--- src/design/occ_pkg.sv ---
`default_nettype none

package occ_pkg;

	// grid geometry and counter size
	localparam int GRID_WIDTH  = 512;
	localparam int GRID_HEIGHT = 512;
	localparam int COUNT_BITS  = 16;

	localparam int CELL_TOTAL = GRID_WIDTH * GRID_HEIGHT;
	localparam int ADDR_W     = (CELL_TOTAL > 1) ? $clog2(CELL_TOTAL) : 1;

	// fixed field widths
	localparam int OP_W      = 2;
	localparam int COORD_W   = 12;
	localparam int CFG_W     = 10;
	localparam int VAL_W     = 10;
	localparam int OUT_CNT_W = 16;

	// APB
	localparam int PADDR_W = 3;
	localparam int PDATA_W = 32;

	// score = SCORE_SCALE*hits/(hits+misses) - SCORE_OFFSET
	localparam int SCORE_SCALE  = 600;
	localparam int SCORE_OFFSET = 300;
	localparam int Q_W          = 10;                 // quotient never above 600
	localparam int NUM_W        = COUNT_BITS + Q_W;   // 600*hits
	localparam int DEN_W        = COUNT_BITS + 1;     // hits+misses
	localparam int STEP_W       = $clog2(Q_W);

	localparam logic [OP_W-1:0] OP_MISS = 2'd0;
	localparam logic [OP_W-1:0] OP_HIT  = 2'd1;
	localparam logic [OP_W-1:0] OP_READ = 2'd2;

	localparam logic REG_MAP_WIDTH  = 1'b0;
	localparam logic REG_MAP_HEIGHT = 1'b1;

	localparam logic [CFG_W-1:0] MAP_DIM_RESET = 10'd512;

	typedef enum logic [2:0] {
		ST_CLEAR,
		ST_IDLE,
		ST_READ,
		ST_MODIFY,
		ST_MULT,
		ST_DIVINIT,
		ST_DIV
	} occ_state_t;

	typedef struct packed {
		logic clear;     // write zero at sweep address, advance sweep
		logic load;      // capture op and cell address
		logic rd;        // read counter word
		logic modify;    // bump and write back
		logic mult;      // form numerator and denominator
		logic div_init;  // seed divider
		logic div_step;  // one quotient bit
		logic finish;    // last quotient bit, launch result
	} occ_cmd_t;

	typedef struct packed {
		logic in_range;
		logic clr_last;
	} occ_status_t;

endpackage

`default_nettype wire

--- src/design/occ_regs.sv ---
`default_nettype none

module occ_regs
	import occ_pkg::*;
(
	input  wire logic               clk,
	input  wire logic               arst_n,
	input  wire logic               psel,
	input  wire logic               penable,
	input  wire logic               pwrite,
	input  wire logic [PADDR_W-1:0] paddr,
	input  wire logic [PDATA_W-1:0] pwdata,
	output logic      [PDATA_W-1:0] prdata,
	output logic                    pready,
	output logic      [CFG_W-1:0]   map_width,
	output logic      [CFG_W-1:0]   map_height
);

	logic wr_en;
	logic reg_sel;

	assign pready  = 1'b1;
	assign reg_sel = paddr[2];
	assign wr_en   = psel && penable && pwrite && pready;

	always_ff @(posedge clk or negedge arst_n) begin
		if (!arst_n) begin
			map_width  <= MAP_DIM_RESET;
			map_height <= MAP_DIM_RESET;
		end else if (wr_en) begin
			unique case (reg_sel)
				REG_MAP_WIDTH:  map_width  <= pwdata[CFG_W-1:0];
				REG_MAP_HEIGHT: map_height <= pwdata[CFG_W-1:0];
				default: ;
			endcase
		end
	end

	always_comb begin
		prdata = '0;
		unique case (reg_sel)
			REG_MAP_WIDTH:  prdata = PDATA_W'(map_width);
			REG_MAP_HEIGHT: prdata = PDATA_W'(map_height);
			default:        prdata = '0;
		endcase
	end

endmodule

`default_nettype wire

--- config.mk ---
export PLATFORM = sky130hd
export DESIGN_NAME = occ_regs
export DESIGN_NICKNAME = d
export VERILOG_FILES = /design/src/design/occ_pkg.sv /design/src/design/occ_regs.sv
export SDC_FILE = /design/constraint.sdc
export NUM_CORES = 1
export LEC_CHECK = 0
export ABC_AREA = 1
export BUFFER_PORTS_ARGS = -buffer_cell sky130_fd_sc_hd__buf_2
export CORE_MARGIN = 3
export CORE_UTILIZATION = 38
export DETAILED_ROUTE_END_ITERATION = 12
export HOLD_SLACK_MARGIN = 0.1
export PLACE_DENSITY = 0.83
export SLEW_MARGIN = 10
export SYNTH_ARGS = -nofsm -noshare
export SYNTH_HDL_FRONTEND = slang
export SYNTH_SLANG_ARGS = --single-unit
--- constraint.sdc ---
create_clock -name clk -period 1 [get_ports clk]
set_clock_uncertainty 0.2 [all_clocks]
set_input_delay 0.1 -clock clk [delete_from_list [all_inputs] [get_ports clk]]
set_output_delay 0.1 -clock clk [all_outputs]
set_load 0.02 [all_outputs]
==> results.cfg <==
[global_routing]
grt_pass1_vias = 1088
grt_max_degree = 21
grt_util_all_layers_pct = 17.1
antenna_found_initial = 0
grt_pass1_wl_um = 4720
gr-total-overflow = 0

[outcome]
violations = negative setup slack
status = finished with violations

[routing]
wl_per_cell_um = 12.1
drt_iter0_markers = 13
drc = 0
wl_um = 3150
final_antenna_net_count = 0
vias = 1175
vias_per_cell = 4.50
dr.pass1.iters = 4

[power]
p_total_mw = 3.16
irDropWorstVdd_v = 0.000792
power_density_nw_per_um2 = 1680
power.leakage_nw = 1.07

[floorplanning]
io_pins = 93
dieArea_um2 = 3680
dieWidth_um = 60.7
die-height_um = 60.7
fp-row-count = 19
initial_core_util_pct = 40.5
core_um2 = 2810

[place]
hpwl_um = 1960
io_buffer_count = 45
place_ws_ns = -0.0942
gp_congestion = 0.684

[clock_tree]
ctsHtreeMaxLevel = 1
cts_tree = done
ctsHoldBuffers = 11
cts.path.max_buffers = 2
worstSkewPairLatency_ns = 0.29
cts.sinks = 20
clk_pin_slew_ns = 0.11
numCtsBuffers = 3
cts-root-buf = clkbuf_4

[sta]
setup_viol = 31
fin_hold_ws_ns = 0.0189
fin_crit_sh_pct = 139
drv_slew = 0
hold_viol = 0
clock.fmax_mhz = 717
rsz0062_at_grt = true
period_minus_slack_ns = 1.39
fin_ws_ns = -0.394

[synthesis]
synth_area_um2 = 1140
synth_area_per_cell_um2 = 7.73
ys_types = 12
ys_seq_area_share_pct = 44.3
synth_seq_cells = 20
yosys_warnings = 0
netlist_instances = 147

[final_layout]
final_cell_mix = nand2_1, buf_6, conb_1, nand3_1
fillers = 234
final_core_util_pct = 67.2
nets = 271
num_antenna_cells = 0
syn2layout_area_growth_pct = 65.9
layout_commonest_cell = nand2_1
drive_gt1_share_pct = 39.1

[worst_setup_path]
path_max_fanout = 3
worstSetupPathType = reg2out
reg2regPathDepth = 4
crit_arrival_ns = 1.09
r2r-start = map_width[8]
critical_path_required_ns = 0.70
end_kind = primary output
cp-start-kind = flop
ff2ff_setup_slack_ns = -0.07
reg2reg_to = map_width[8]

[worst_hold_path]
hp-class = in2reg
whs_path_depth = 4
min_to = map_height[9]
hp-start = paddr[2]

[flow_run]
maxCapViolations = 0
-- layer usage --
metal	global-route usage (%)	vias to the layer above	part of all wire, %
li1	-	577	-
met1	20.3	549	37
met2	30.5	47	57
met3	3.40	2	6.1
met4	5.88	0	0.41
met5	0	-	0
-- critical path, stage by stage (launching register included) --
cell and delay (ns):
dfstp_2 0.58, nand2_2 0.06, nand2_2 0.06, buf_6 0.11
-- what timing repair did --
item / in CTS / in global routing
gates resized for setup: 57 / 19
endpoints found under the hold margin: 40 / 14
pin swaps: 12 / 15
buffers inserted: 6 / 15
endpoints found under the setup margin: 30 / 33
-- cells by family after synthesis --
kind of cell | synth area share [%]
buffers and inverters | 20.0
DFF | 44.3
other | 0.661
and+or+nand+nor | 35.0
-- registers in the layout, summed over array words and instances (netlist names) --
name / flops
map_height: 10
map_width: 10
-- power breakdown --
group / internal [mW] / switching (mW) / total [mW]
combinational: 0.821 / 0.764 / 1.58
sequential: 0.972 / 0.144 / 1.12
clock: 0.222 / 0.236 / 0.458
-- per-stage QoR --
stage	instances	setup TNS (ns)	area (um2)
floorplan	168	-0.0684	1220
global placement	226	-0.759	1340
detailed placement	226	-0.905	1340
CTS	247	-6.60	1710
global route	261	-9.02	1880
finish	261	-7.57	1880
-- area by class of cell --
type | count | area, um2 | area share, %
Tap cell | 31 | 38.8 | 2.06
Inverter | 2 | 7.51 | 0.398
Sequential cell | 20 | 503 | 26.7
Timing Repair Buffer | 87 | 805 | 42.7
Multi-Input combinational cell | 117 | 494 | 26.2
Clock buffer | 4 | 36.3 | 1.93
-- Yosys cell counts --
cell / number / area [um2]
nor2_2: 1 / 6.26
nand2_1: 71 / 267
dfrtp_1: 18 / 450
buf_2: 2 / 10.0
nand4_2: 2 / 25.0
dfstp_2: 2 / 52.6
buf_6: 2 / 22.5
inv_1: 1 / 3.75
buf_4: 25 / 188
conb_1: 2 / 7.51
nand3_1: 20 / 100
inv_2: 1 / 3.75
-- worst max path at each step --
stage / start / to / cells after the start
after global placement: map_height[9] / prdata[9] / 3
final: map_width[9] / prdata[9] / 3
after global routing: map_width[9] / prdata[9] / 3
after detailed placement: map_height[9] / prdata[9] / 3
after CTS: map_height[9] / prdata[9] / 3
after floorplan: map_width[9] / prdata[9] / 2
No activity file was read; power rests on OpenSTA's default activity.
