`config.mk`:
```
export PLATFORM = sky130hd
export DESIGN_NAME = occ_ctrl
export DESIGN_NICKNAME = d
export VERILOG_FILES = /design/src/design/occ_pkg.sv /design/src/design/occ_ctrl.sv
export SDC_FILE = /design/constraint.sdc
export NUM_CORES = 1
export LEC_CHECK = 0
export BUFFER_PORTS_ARGS = -buffer_cell sky130_fd_sc_hd__buf_2
export CAP_MARGIN = 40
export CORE_AREA = 5 5 42 44
export CTS_BUF_LIST = sky130_fd_sc_hd__clkbuf_16
export DETAILED_ROUTE_END_ITERATION = 10
export DIE_AREA = 0 0 47 49
export PLACE_DENSITY = 0.72
export SLEW_MARGIN = 20
export SYNTH_ARGS = -nofsm -noshare
export SYNTH_HDL_FRONTEND = slang
export SYNTH_SLANG_ARGS = --single-unit
```
`constraint.sdc`:
```
create_clock -name clk -period 1.1 [get_ports clk]
set_input_delay 0.055 -clock clk [delete_from_list [all_inputs] [get_ports clk]]
set_output_delay 0.055 -clock clk [all_outputs]
set_load 0.02 [all_outputs]
```
`src/design/occ_pkg.sv`:
```
`default_nettype none

package occ_pkg;

	// grid geometry and counter size
	localparam int GRID_WIDTH  = 512;
	localparam int GRID_HEIGHT = 512;
	localparam int COUNT_BITS  = 16;

	localparam int CELL_TOTAL = GRID_WIDTH * GRID_HEIGHT;
	localparam int ADDR_W     = (CELL_TOTAL > 1) ? $clog2(CELL_TOTAL) : 1;

	// fixed field widths
	localparam int OP_W      = 2;
	localparam int COORD_W   = 12;
	localparam int CFG_W     = 10;
	localparam int VAL_W     = 10;
	localparam int OUT_CNT_W = 16;

	// APB
	localparam int PADDR_W = 3;
	localparam int PDATA_W = 32;

	// score = SCORE_SCALE*hits/(hits+misses) - SCORE_OFFSET
	localparam int SCORE_SCALE  = 600;
	localparam int SCORE_OFFSET = 300;
	localparam int Q_W          = 10;                 // quotient never above 600
	localparam int NUM_W        = COUNT_BITS + Q_W;   // 600*hits
	localparam int DEN_W        = COUNT_BITS + 1;     // hits+misses
	localparam int STEP_W       = $clog2(Q_W);

	localparam logic [OP_W-1:0] OP_MISS = 2'd0;
	localparam logic [OP_W-1:0] OP_HIT  = 2'd1;
	localparam logic [OP_W-1:0] OP_READ = 2'd2;

	localparam logic REG_MAP_WIDTH  = 1'b0;
	localparam logic REG_MAP_HEIGHT = 1'b1;

	localparam logic [CFG_W-1:0] MAP_DIM_RESET = 10'd512;

	typedef enum logic [2:0] {
		ST_CLEAR,
		ST_IDLE,
		ST_READ,
		ST_MODIFY,
		ST_MULT,
		ST_DIVINIT,
		ST_DIV
	} occ_state_t;

	typedef struct packed {
		logic clear;     // write zero at sweep address, advance sweep
		logic load;      // capture op and cell address
		logic rd;        // read counter word
		logic modify;    // bump and write back
		logic mult;      // form numerator and denominator
		logic div_init;  // seed divider
		logic div_step;  // one quotient bit
		logic finish;    // last quotient bit, launch result
	} occ_cmd_t;

	typedef struct packed {
		logic in_range;
		logic clr_last;
	} occ_status_t;

endpackage

`default_nettype wire

```
`src/design/occ_ctrl.sv`:
```
`default_nettype none

module occ_ctrl
	import occ_pkg::*;
(
	input  wire logic        clk,
	input  wire logic        arst_n,
	input  wire logic        start,
	input  wire occ_status_t status,
	output occ_cmd_t         cmd,
	output logic             busy
);

	occ_state_t        state_q, state_d;
	logic [STEP_W-1:0] step_q;
	logic              step_last;

	assign step_last = (step_q == STEP_W'(Q_W - 1));

	always_ff @(posedge clk or negedge arst_n) begin
		if (!arst_n) begin
			state_q <= ST_CLEAR;
			step_q  <= '0;
		end else begin
			state_q <= state_d;
			if (cmd.div_init)
				step_q <= '0;
			else if (cmd.div_step)
				step_q <= step_q + STEP_W'(1);
		end
	end

	always_comb begin
		state_d = state_q;
		cmd     = '0;
		busy    = 1'b1;
		unique case (state_q)
			ST_CLEAR: begin
				cmd.clear = 1'b1;
				if (status.clr_last)
					state_d = ST_IDLE;
			end
			ST_IDLE: begin
				busy = 1'b0;
				if (start && status.in_range) begin
					cmd.load = 1'b1;
					state_d  = ST_READ;
				end
			end
			ST_READ: begin
				cmd.rd  = 1'b1;
				state_d = ST_MODIFY;
			end
			ST_MODIFY: begin
				cmd.modify = 1'b1;
				state_d    = ST_MULT;
			end
			ST_MULT: begin
				cmd.mult = 1'b1;
				state_d  = ST_DIVINIT;
			end
			ST_DIVINIT: begin
				cmd.div_init = 1'b1;
				state_d      = ST_DIV;
			end
			ST_DIV: begin
				cmd.div_step = 1'b1;
				if (step_last) begin
					cmd.finish = 1'b1;
					state_d    = ST_IDLE;
				end
			end
			default: state_d = ST_IDLE;
		endcase
	end

endmodule

`default_nettype wire

```
==> results.tsv, run 1 <==
stage	metric	value	unit
final_layout	ratio of cells with drive above 1 in the final layout	77.5	%
synth	sequential element share of the synthesized area	37.0	%
die	width of the chip	47	um
final_layout	Post-layout nets	88	
route	detailed-route via count	481	
sta	Layout Skew	1.68	ps
route	overall routed net length	1.45	mm
power_and_ir_drop	maximum vdd ir drop	1.92	mV
global_route	antenna violations before repair	0	
setup_path	CP Cell Sequence	inv_1 > ha_2 > and3b_2 > and2_4 > buf_6	
synth	number of warning messages in the yosys log	0	
place	Port Buffer Count	13	
setup_path	CP delay by family, top	flip-flops	
setup_path	kind of launch point of the worst setup path	register	
synth	number of synthesized flops with an enable pin	0	
sta	minimum clock period after layout	1360	ps
clock_network	maximum number of buffers from clock root to sink	2	
route	number of iterations in the first detailed-routing pass	4	
die	initial core utilization	33.8	%
route	wire per inst	15.1	um
die	core region area	1400	sq um
synth	number of distinct standard cells referenced by the synthesized netlist	28	
setup_path	slowest stage delay, CP	380	ps
final_layout	area added between synthesis and finish	108	%
setup_path	startpoint-to-endpoint class of the critical path	reg -> out	
power_and_ir_drop	net switching component of the power	1.08	mW
global_route	maximum number of pins on one net before global-route repair	9	
power_and_ir_drop	Switching Share	36.8	%
clock_network	number of buffers created by CTS	3	
final_layout	final core occ	70.1	%
final_layout	number of antenna cells inserted	0	
sta	number of slew-limit violations in the final report	0	
clock_network	clock slew at reported path FFs	40	ps
clock_network	number of H-tree branching levels	1	
sta	share of the cycle needed by the critical path after routing	124	%
route	via-per-instance ratio	5.01	
synth	proportion of synthesized flip-flops having asynchronous set or reset	100	%
clock_network	CTS tree	built	
global_route	GRT Resource Usage Total	13.0	%
setup_path	kind of end point of the critical path	output pin	
outcome	outcome	complete, but fails checks	
sta	count of final hold-check violations	0	
power_and_ir_drop	combinational power share	62.0	%
place	routability congestion estimate from global placement	0.793	
die	Total Die Area	2300	sq um
sta	setup repair after global routing missed its margin	true	
sta	final worst setup slack	-260	ps
power_and_ir_drop	clock network fraction of total power	21.0	%
setup_path	Max stage delay cell, worst path	dfrtp_1	
global_route	wire length of the first global-routing pass	2.16	mm
setup_path	arrival time of the worst setup path	1300	ps
synth	most instantiated flip-flop cell in the synthesis netlist	dfrtp_1	
power_and_ir_drop	part of the total power dissipated in sequential elements	17.0	%
place	Detail Placement HPWL	770	um
worst_hold_path	Min-Delay Path Class	in -> reg	
synth	mean post-synth cell area	10.1	sq um
power_and_ir_drop	pwr/cell area	2980	nW/um^2
setup_path	Buffers & Inverters on Critical Path	2	
sta	slew at the pin closest to its max-slew limit	238	ps
synth	Cells after Synth	47	
sta	top achievable clock speed	0.736	GHz
synth	flops & latches, synth	7	
synth	Post-Syn Area	473	sq um
die	std cell rows	14	
sta	Total Negative Setup Slacks	-2020	ps
power_and_ir_drop	leakage power total	0.477	nW
global_route	GRT overflow	0	
clock_network	Sinks on Clock Net	7	
die	count of boundary I/O pins	14	
setup_path	CP Data Required Time	1040	ps
setup_path	highest net fanout along the worst path	3	
route	initial DRC count	10	
global_route	number of global-route vias before repair	489	
clock_network	worst skew pair latency	230	ps
power_and_ir_drop	internal power consumption	1.85	mW
job	max-cap violation count	0	
route	Antenna Nets Post-Route	0	
outcome	failing checks	setup timing	
route	residual DRC count	0	
sta	final setup violation count	16	
synth	post-synth net total	54	
sta	worst relative slew slack	84.1	%
clock_network	CTS Root Cell	clkbuf_16	
die	Vert. Die Dim	49	um
## cells in the mapped netlist, types with 2 or more instances
cell type / number / area [sq um]
a211o_1: 2 / 17.5
a21oi_1: 2 / 10.0
and2_1: 2 / 12.5
dfrtp_1: 7 / 175
ha_1: 2 / 25.0
mux2_2: 2 / 22.5
nand2b_1: 2 / 12.5
nor2_1: 3 / 11.3
nor2b_1: 2 / 12.5
nor3_1: 3 / 15.0
nor3b_1: 3 / 22.5
## metal layers
layer | part of all wire [%] | track usage, % | up-vias
li1 | - | - | 232
met1 | 42 | 15.7 | 236
met2 | 53 | 20.1 | 10
met3 | 2.8 | 3.69 | 3
met4 | 1.7 | 6.91 | 0
met5 | 0 | 0 | -
## worst min-delay path, stage by stage
cell and delay [ps]:
buf_2 70, nor3_1 40, o32ai_2 200
## area by class of cell
class                   count  area, sq um
repair buffers             32          297
inverters                   2         10.0
clock buffers               3         75.1
multi-input cells          35          399
flip-flops and latches      7          178
fillers                    95          419
clock inverters             1         3.75
well taps                  16         20.0
## logic make-up (layout without fill, tap and decap cells)
| logic type | count (synthesis) | in the layout | share of synthesized area [%] |
|---|---|---|---|
| fa+ha+maj | 2 | 2 | 5.29 |
| mux | 2 | 2 | 4.76 |
| compound gates | 8 | 8 | 12.2 |
| buf+inv | 5 | 38 | 7.14 |
| flops | 7 | 7 | 37.0 |
| simple gates | 23 | 23 | 33.6 |
## registers in the layout, summed over array words and instances (netlist names)
name,flops
state_q,3
step_q,4
## cell usage in the layout, fill, tap and decap left out, drive strengths merged
cell type,synthesis,routed
and2,2,2
buf,3,31
or2b,1,1
nand3,1,1
a21o,1,1
nand3b,1,1
and3b,2,2
and3,1,1
nor2b,2,2
dlygate4sd3,0,1
nand2,1,1
nor3,3,3
o2bb2ai,1,1
mux2,2,2
a211o,2,2
clkbuf,0,3
nand2b,2,2
dfrtp,7,7
nor3b,3,3
o32ai,1,1
inv,2,3
a21oi,2,2
nor2,4,4
o21ai,1,1
ha,2,2
## final timing paths
check                                              end  slack, ps  depth (start not counted)                   from
max in group asynchronous       state_q[2]$_DFFE_PN0P_        720                          2                 arst_n
worst max register to register   step_q[2]$_DFFE_PN0P_       -220                          5  step_q[1]$_DFFE_PN0P_
min in group asynchronous       state_q[0]$_DFFE_PN0P_        210                          2                 arst_n
worst max-delay path                            cmd[0]       -260                          5  step_q[1]$_DFFE_PN0P_
worst min-delay path            state_q[0]$_DFFE_PN0P_        190                          3              status[0]
worst min register to register   step_q[3]$_DFFE_PN0P_        570                          1  step_q[3]$_DFFE_PN0P_
## power by group through the flow
stage                     clock network [mW]  registers, mW  logic [mW]
final                                  0.614          0.498        1.82
after global routing                   0.643          0.515        1.94
after global placement                     0          0.467       0.969
after CTS                              0.615          0.477        1.37
after detailed placement                   0          0.467       0.987
after floorplan                            0          0.406       0.757
## timing repair
| item | CTS | global route |
|---|---|---|
| cloned | 0 | 0 |
| setup buffers | 5 | 6 |
| hold buffers | 1 | 0 |
| resized for setup | 31 | 23 |
| pin swaps | 7 | 5 |
| setup endpoints to repair | 14 | 16 |
| hold endpoints to repair | 7 | 0 |
## stage by stage
step	setup slack (ps)	hold WS [ps]	instance area [sq um]	power, mW	std cells
2_1_floorplan	-183	-241	493	1.16	47
3_3_place_gp	-92.0	-104	614	1.44	81
3_5_place_dp	-156	-107	614	1.45	81
4_1_cts	-215	186	855	2.46	91
5_1_grt	-302	228	982	3.10	96
6_report	-260	192	982	2.93	96
(Power assumes the default switching activity.)
==> run 2, diff against run 1 <==
--- a/config.mk
+++ b/config.mk
@@ -12,6 +12,7 @@
 export DETAILED_ROUTE_END_ITERATION = 10
 export DIE_AREA = 0 0 47 49
 export PLACE_DENSITY = 0.72
+export SETUP_SLACK_MARGIN = 0.2
 export SLEW_MARGIN = 20
 export SYNTH_ARGS = -nofsm -noshare
 export SYNTH_HDL_FRONTEND = slang
==> run 2 against run 1 <==
Compared with the run above: the run still ends with setup timing left; non-clock buffer count increased by 4; via count decreased by 0.42%; clock-buffer cell count unchanged; hold slack improved by 2.3 ps.
==> results.tsv, run 2 (synthesized netlist as in run 1, its figures left out) <==
stage	metric	value	unit	change
outcome	outcome	complete, but fails checks		unchanged
outcome	failing checks	setup timing		unchanged
setup_path	CP Cell Sequence	buf_6 > nor2b_4 > nand2b_4 > nor2_4 > buf_6		was inv_1 > ha_2 > and3b_2 > and2_4 > buf_6
setup_path	startpoint-to-endpoint class of the critical path	reg -> out		unchanged
global_route	antenna violations before repair	0		unchanged
power_and_ir_drop	maximum vdd ir drop	1.96	mV	was 1.92 mV
final_layout	most common cell after layout, fill and taps aside	buf_6		unchanged
global_route	maximum number of pins on one net before global-route repair	10		was 9
setup_path	highest net fanout along the worst path	5		was 3
place	Port Buffer Count	13		unchanged
die	Total Die Area	2300	sq um	unchanged
sta	slew at the pin closest to its max-slew limit	206	ps	was 238 ps
clock_network	Sinks on Clock Net	7		unchanged
die	std cell rows	14		unchanged
sta	setup repair after global routing missed its margin	true		unchanged
power_and_ir_drop	leakage power total	0.497	nW	was 0.477 nW
die	Vert. Die Dim	49	um	unchanged
setup_path	kind of launch point of the worst setup path	register		unchanged
die	core region area	1400	sq um	unchanged
setup_path	slowest stage delay, CP	430	ps	was 380 ps
final_layout	registers with the most flip-flops	step_q: 4 flops, state_q: 3 flops		unchanged
clock_network	worst skew pair latency	230	ps	about the same
die	initial core utilization	33.8	%	unchanged
final_layout	number of standard cells in the final layout excluding fillers	100		was 96
place	cell area after placement	662	sq um	was 614 sq um
clock_network	CTS Root Cell	clkbuf_16		unchanged
sta	number of slew-limit violations in the final report	0		unchanged
die	count of boundary I/O pins	14		unchanged
final_layout	max FFs per register	4		unchanged
setup_path	Max stage delay cell, worst path	dfrtp_2		was dfrtp_1
setup_path	CP delay by family, top	flip-flops		unchanged
final_layout	final core occ	70.8	%	was 70.1%
global_route	GRT overflow	0		unchanged
sta	Layout Skew	1.75	ps	was 1.68 ps
setup_path	worst reg2reg path startpoint	step_q[1]$_DFFE_PN0P_		unchanged
route	residual DRC count	0		unchanged
place	number of instances in the placed design	86		was 81
final_layout	final standard cell area without fillers	992	sq um	was 982 sq um
sta	count of final hold-check violations	0		unchanged
final_layout	area added between synthesis and finish	110	%	was 108%
clock_network	number of H-tree branching levels	1		unchanged
final_layout	number of antenna cells inserted	0		unchanged
place	routability congestion estimate from global placement	0.722		was 0.793
sta	worst hold slack after final layout	195	ps	was 192 ps
power_and_ir_drop	power after layout	2.95	mW	was 2.93 mW
setup_path	CP Data Required Time	1040	ps	about the same
final_layout	Post-layout nets	92		was 88
route	Antenna Nets Post-Route	0		unchanged
sta	worst relative slew slack	86.3	%	was 84.1%
job	max-cap violation count	0		unchanged
die	width of the chip	47	um	unchanged
route	initial DRC count	4		was 10
sta	final setup violation count	16		unchanged
setup_path	depth of the most critical reg-to-reg path	5		unchanged
place	Detail Placement HPWL	812	um	was 770 um
final_layout	ratio of cells with drive above 1 in the final layout	73.8	%	was 77.5%
clock_network	number of buffers created by CTS	3		unchanged
global_route	number of global-route vias before repair	545		was 489
sta	share of the cycle needed by the critical path after routing	120	%	was 124%
route	detailed-route via count	479		was 481
setup_path	Crit path top cell by count	buf_6		
sta	top achievable clock speed	0.760	GHz	was 0.736 GHz
setup_path	arrival time of the worst setup path	1260	ps	was 1300 ps
power_and_ir_drop	pwr/cell area	2970	nW/um^2	was 2980 nW/um^2
clock_network	CTS tree	built		unchanged
route	number of iterations in the first detailed-routing pass	4		unchanged
setup_path	capture point of the worst reg-to-reg path	step_q[2]$_DFFE_PN0P_		unchanged
sta	minimum clock period after layout	1320	ps	was 1360 ps
setup_path	Reg2Reg Setup Slack	-190	ps	was -220 ps
sta	final worst setup slack	-216	ps	was -260 ps
setup_path	Buffers & Inverters on Critical Path	2		unchanged
setup_path	kind of end point of the critical path	output pin		unchanged
route	via-per-instance ratio	4.79		was 5.01
clock_network	clock slew at reported path FFs	40	ps	about the same
route	overall routed net length	1.51	mm	was 1.45 mm
global_route	wire length of the first global-routing pass	2.29	mm	was 2.16 mm
clock_network	maximum number of buffers from clock root to sink	2		unchanged
final_layout	commonest cells after routing, fill and taps aside	buf_6, buf_4, dfrtp_1		unchanged
worst_hold_path	Min-Delay Path Class	in -> async		was in -> reg
global_route	GRT Resource Usage Total	13.8	%	was 13.0%
route	wire per inst	15.1	um	about the same
final_layout	most flop-heavy register	step_q		unchanged
[run 2: changes by cell type in the layout (fill, tap and decap cells not counted), moves of 2 or more]
cell / before / now
buf_6: 17 / 19
nor3b_2: 3 / 1
buf_4: 10 / 12
nor3b_1: 0 / 2
[run 2: area by class of cell]
class	count	area [sq um]
fillers	106	409
clock buffers	3	75.1
flip-flops and latches	7	178
clock inverters	1	3.75
repair buffers	36	334
multi-input cells	35	369
well taps	16	20.0
inverters	2	12.5
[run 2: through the flow]
stage / TNS [ps] / setup WS (ps)
finish: -2350 / -216
global route: -3140 / -257
CTS: -2150 / -212
detailed placement: -563 / -154
global placement: -372 / -93.0
floorplan: -733 / -183
[run 2: power by group]
part | switching [mW] | total, mW | internal (mW)
Clock | 0.128 | 0.600 | 0.472
Combinational | 0.813 | 1.89 | 1.08
Sequential | 0.102 | 0.458 | 0.357
Total | 1.04 | 2.95 | 1.91
[run 2: worst reg2reg max path: cells and delay by family, from the launching register on]
family / cells / cell delay (ps)
buffers and inverters: 2 / 260
and+or+nand+nor: 1 / 130
adders and majority gates: 1 / 150
DFF: 1 / 360
AOI/OAI and AO/OA: 1 / 270
[run 2: layer usage]
layer	up-vias	global-route usage, %	share of wire, %
li1	239	-	-
met1	227	16.3	39
met2	11	23.8	57
met3	2	2.21	2.9
met4	0	5.53	0.99
met5	-	0	0
[run 2: worst max path at each step]
stage	cells after the start	from	end
after global placement	5	step_q[1]$_DFFE_PN0P_	state_q[1]$_DFFE_PN0P_
final	5	state_q[2]$_DFFE_PN0P_	cmd[6]
after CTS	4	state_q[0]$_DFFE_PN0P_	cmd[7]
after detailed placement	5	step_q[1]$_DFFE_PN0P_	state_q[1]$_DFFE_PN0P_
after global routing	5	state_q[2]$_DFFE_PN0P_	cmd[6]
after floorplan	4	state_q[1]$_DFFE_PN0P_	step_q[0]$_DFFE_PN0P_
[run 2: what timing repair did]
action | CTS | global route
setup buffers | 8 | 1
cloned | 0 | 0
endpoints found under the hold margin | 7 | 0
gates resized for setup | 30 | 18
hold buffers | 1 | 0
pin swaps | 8 | 3
endpoints found under the setup margin | 16 | 16
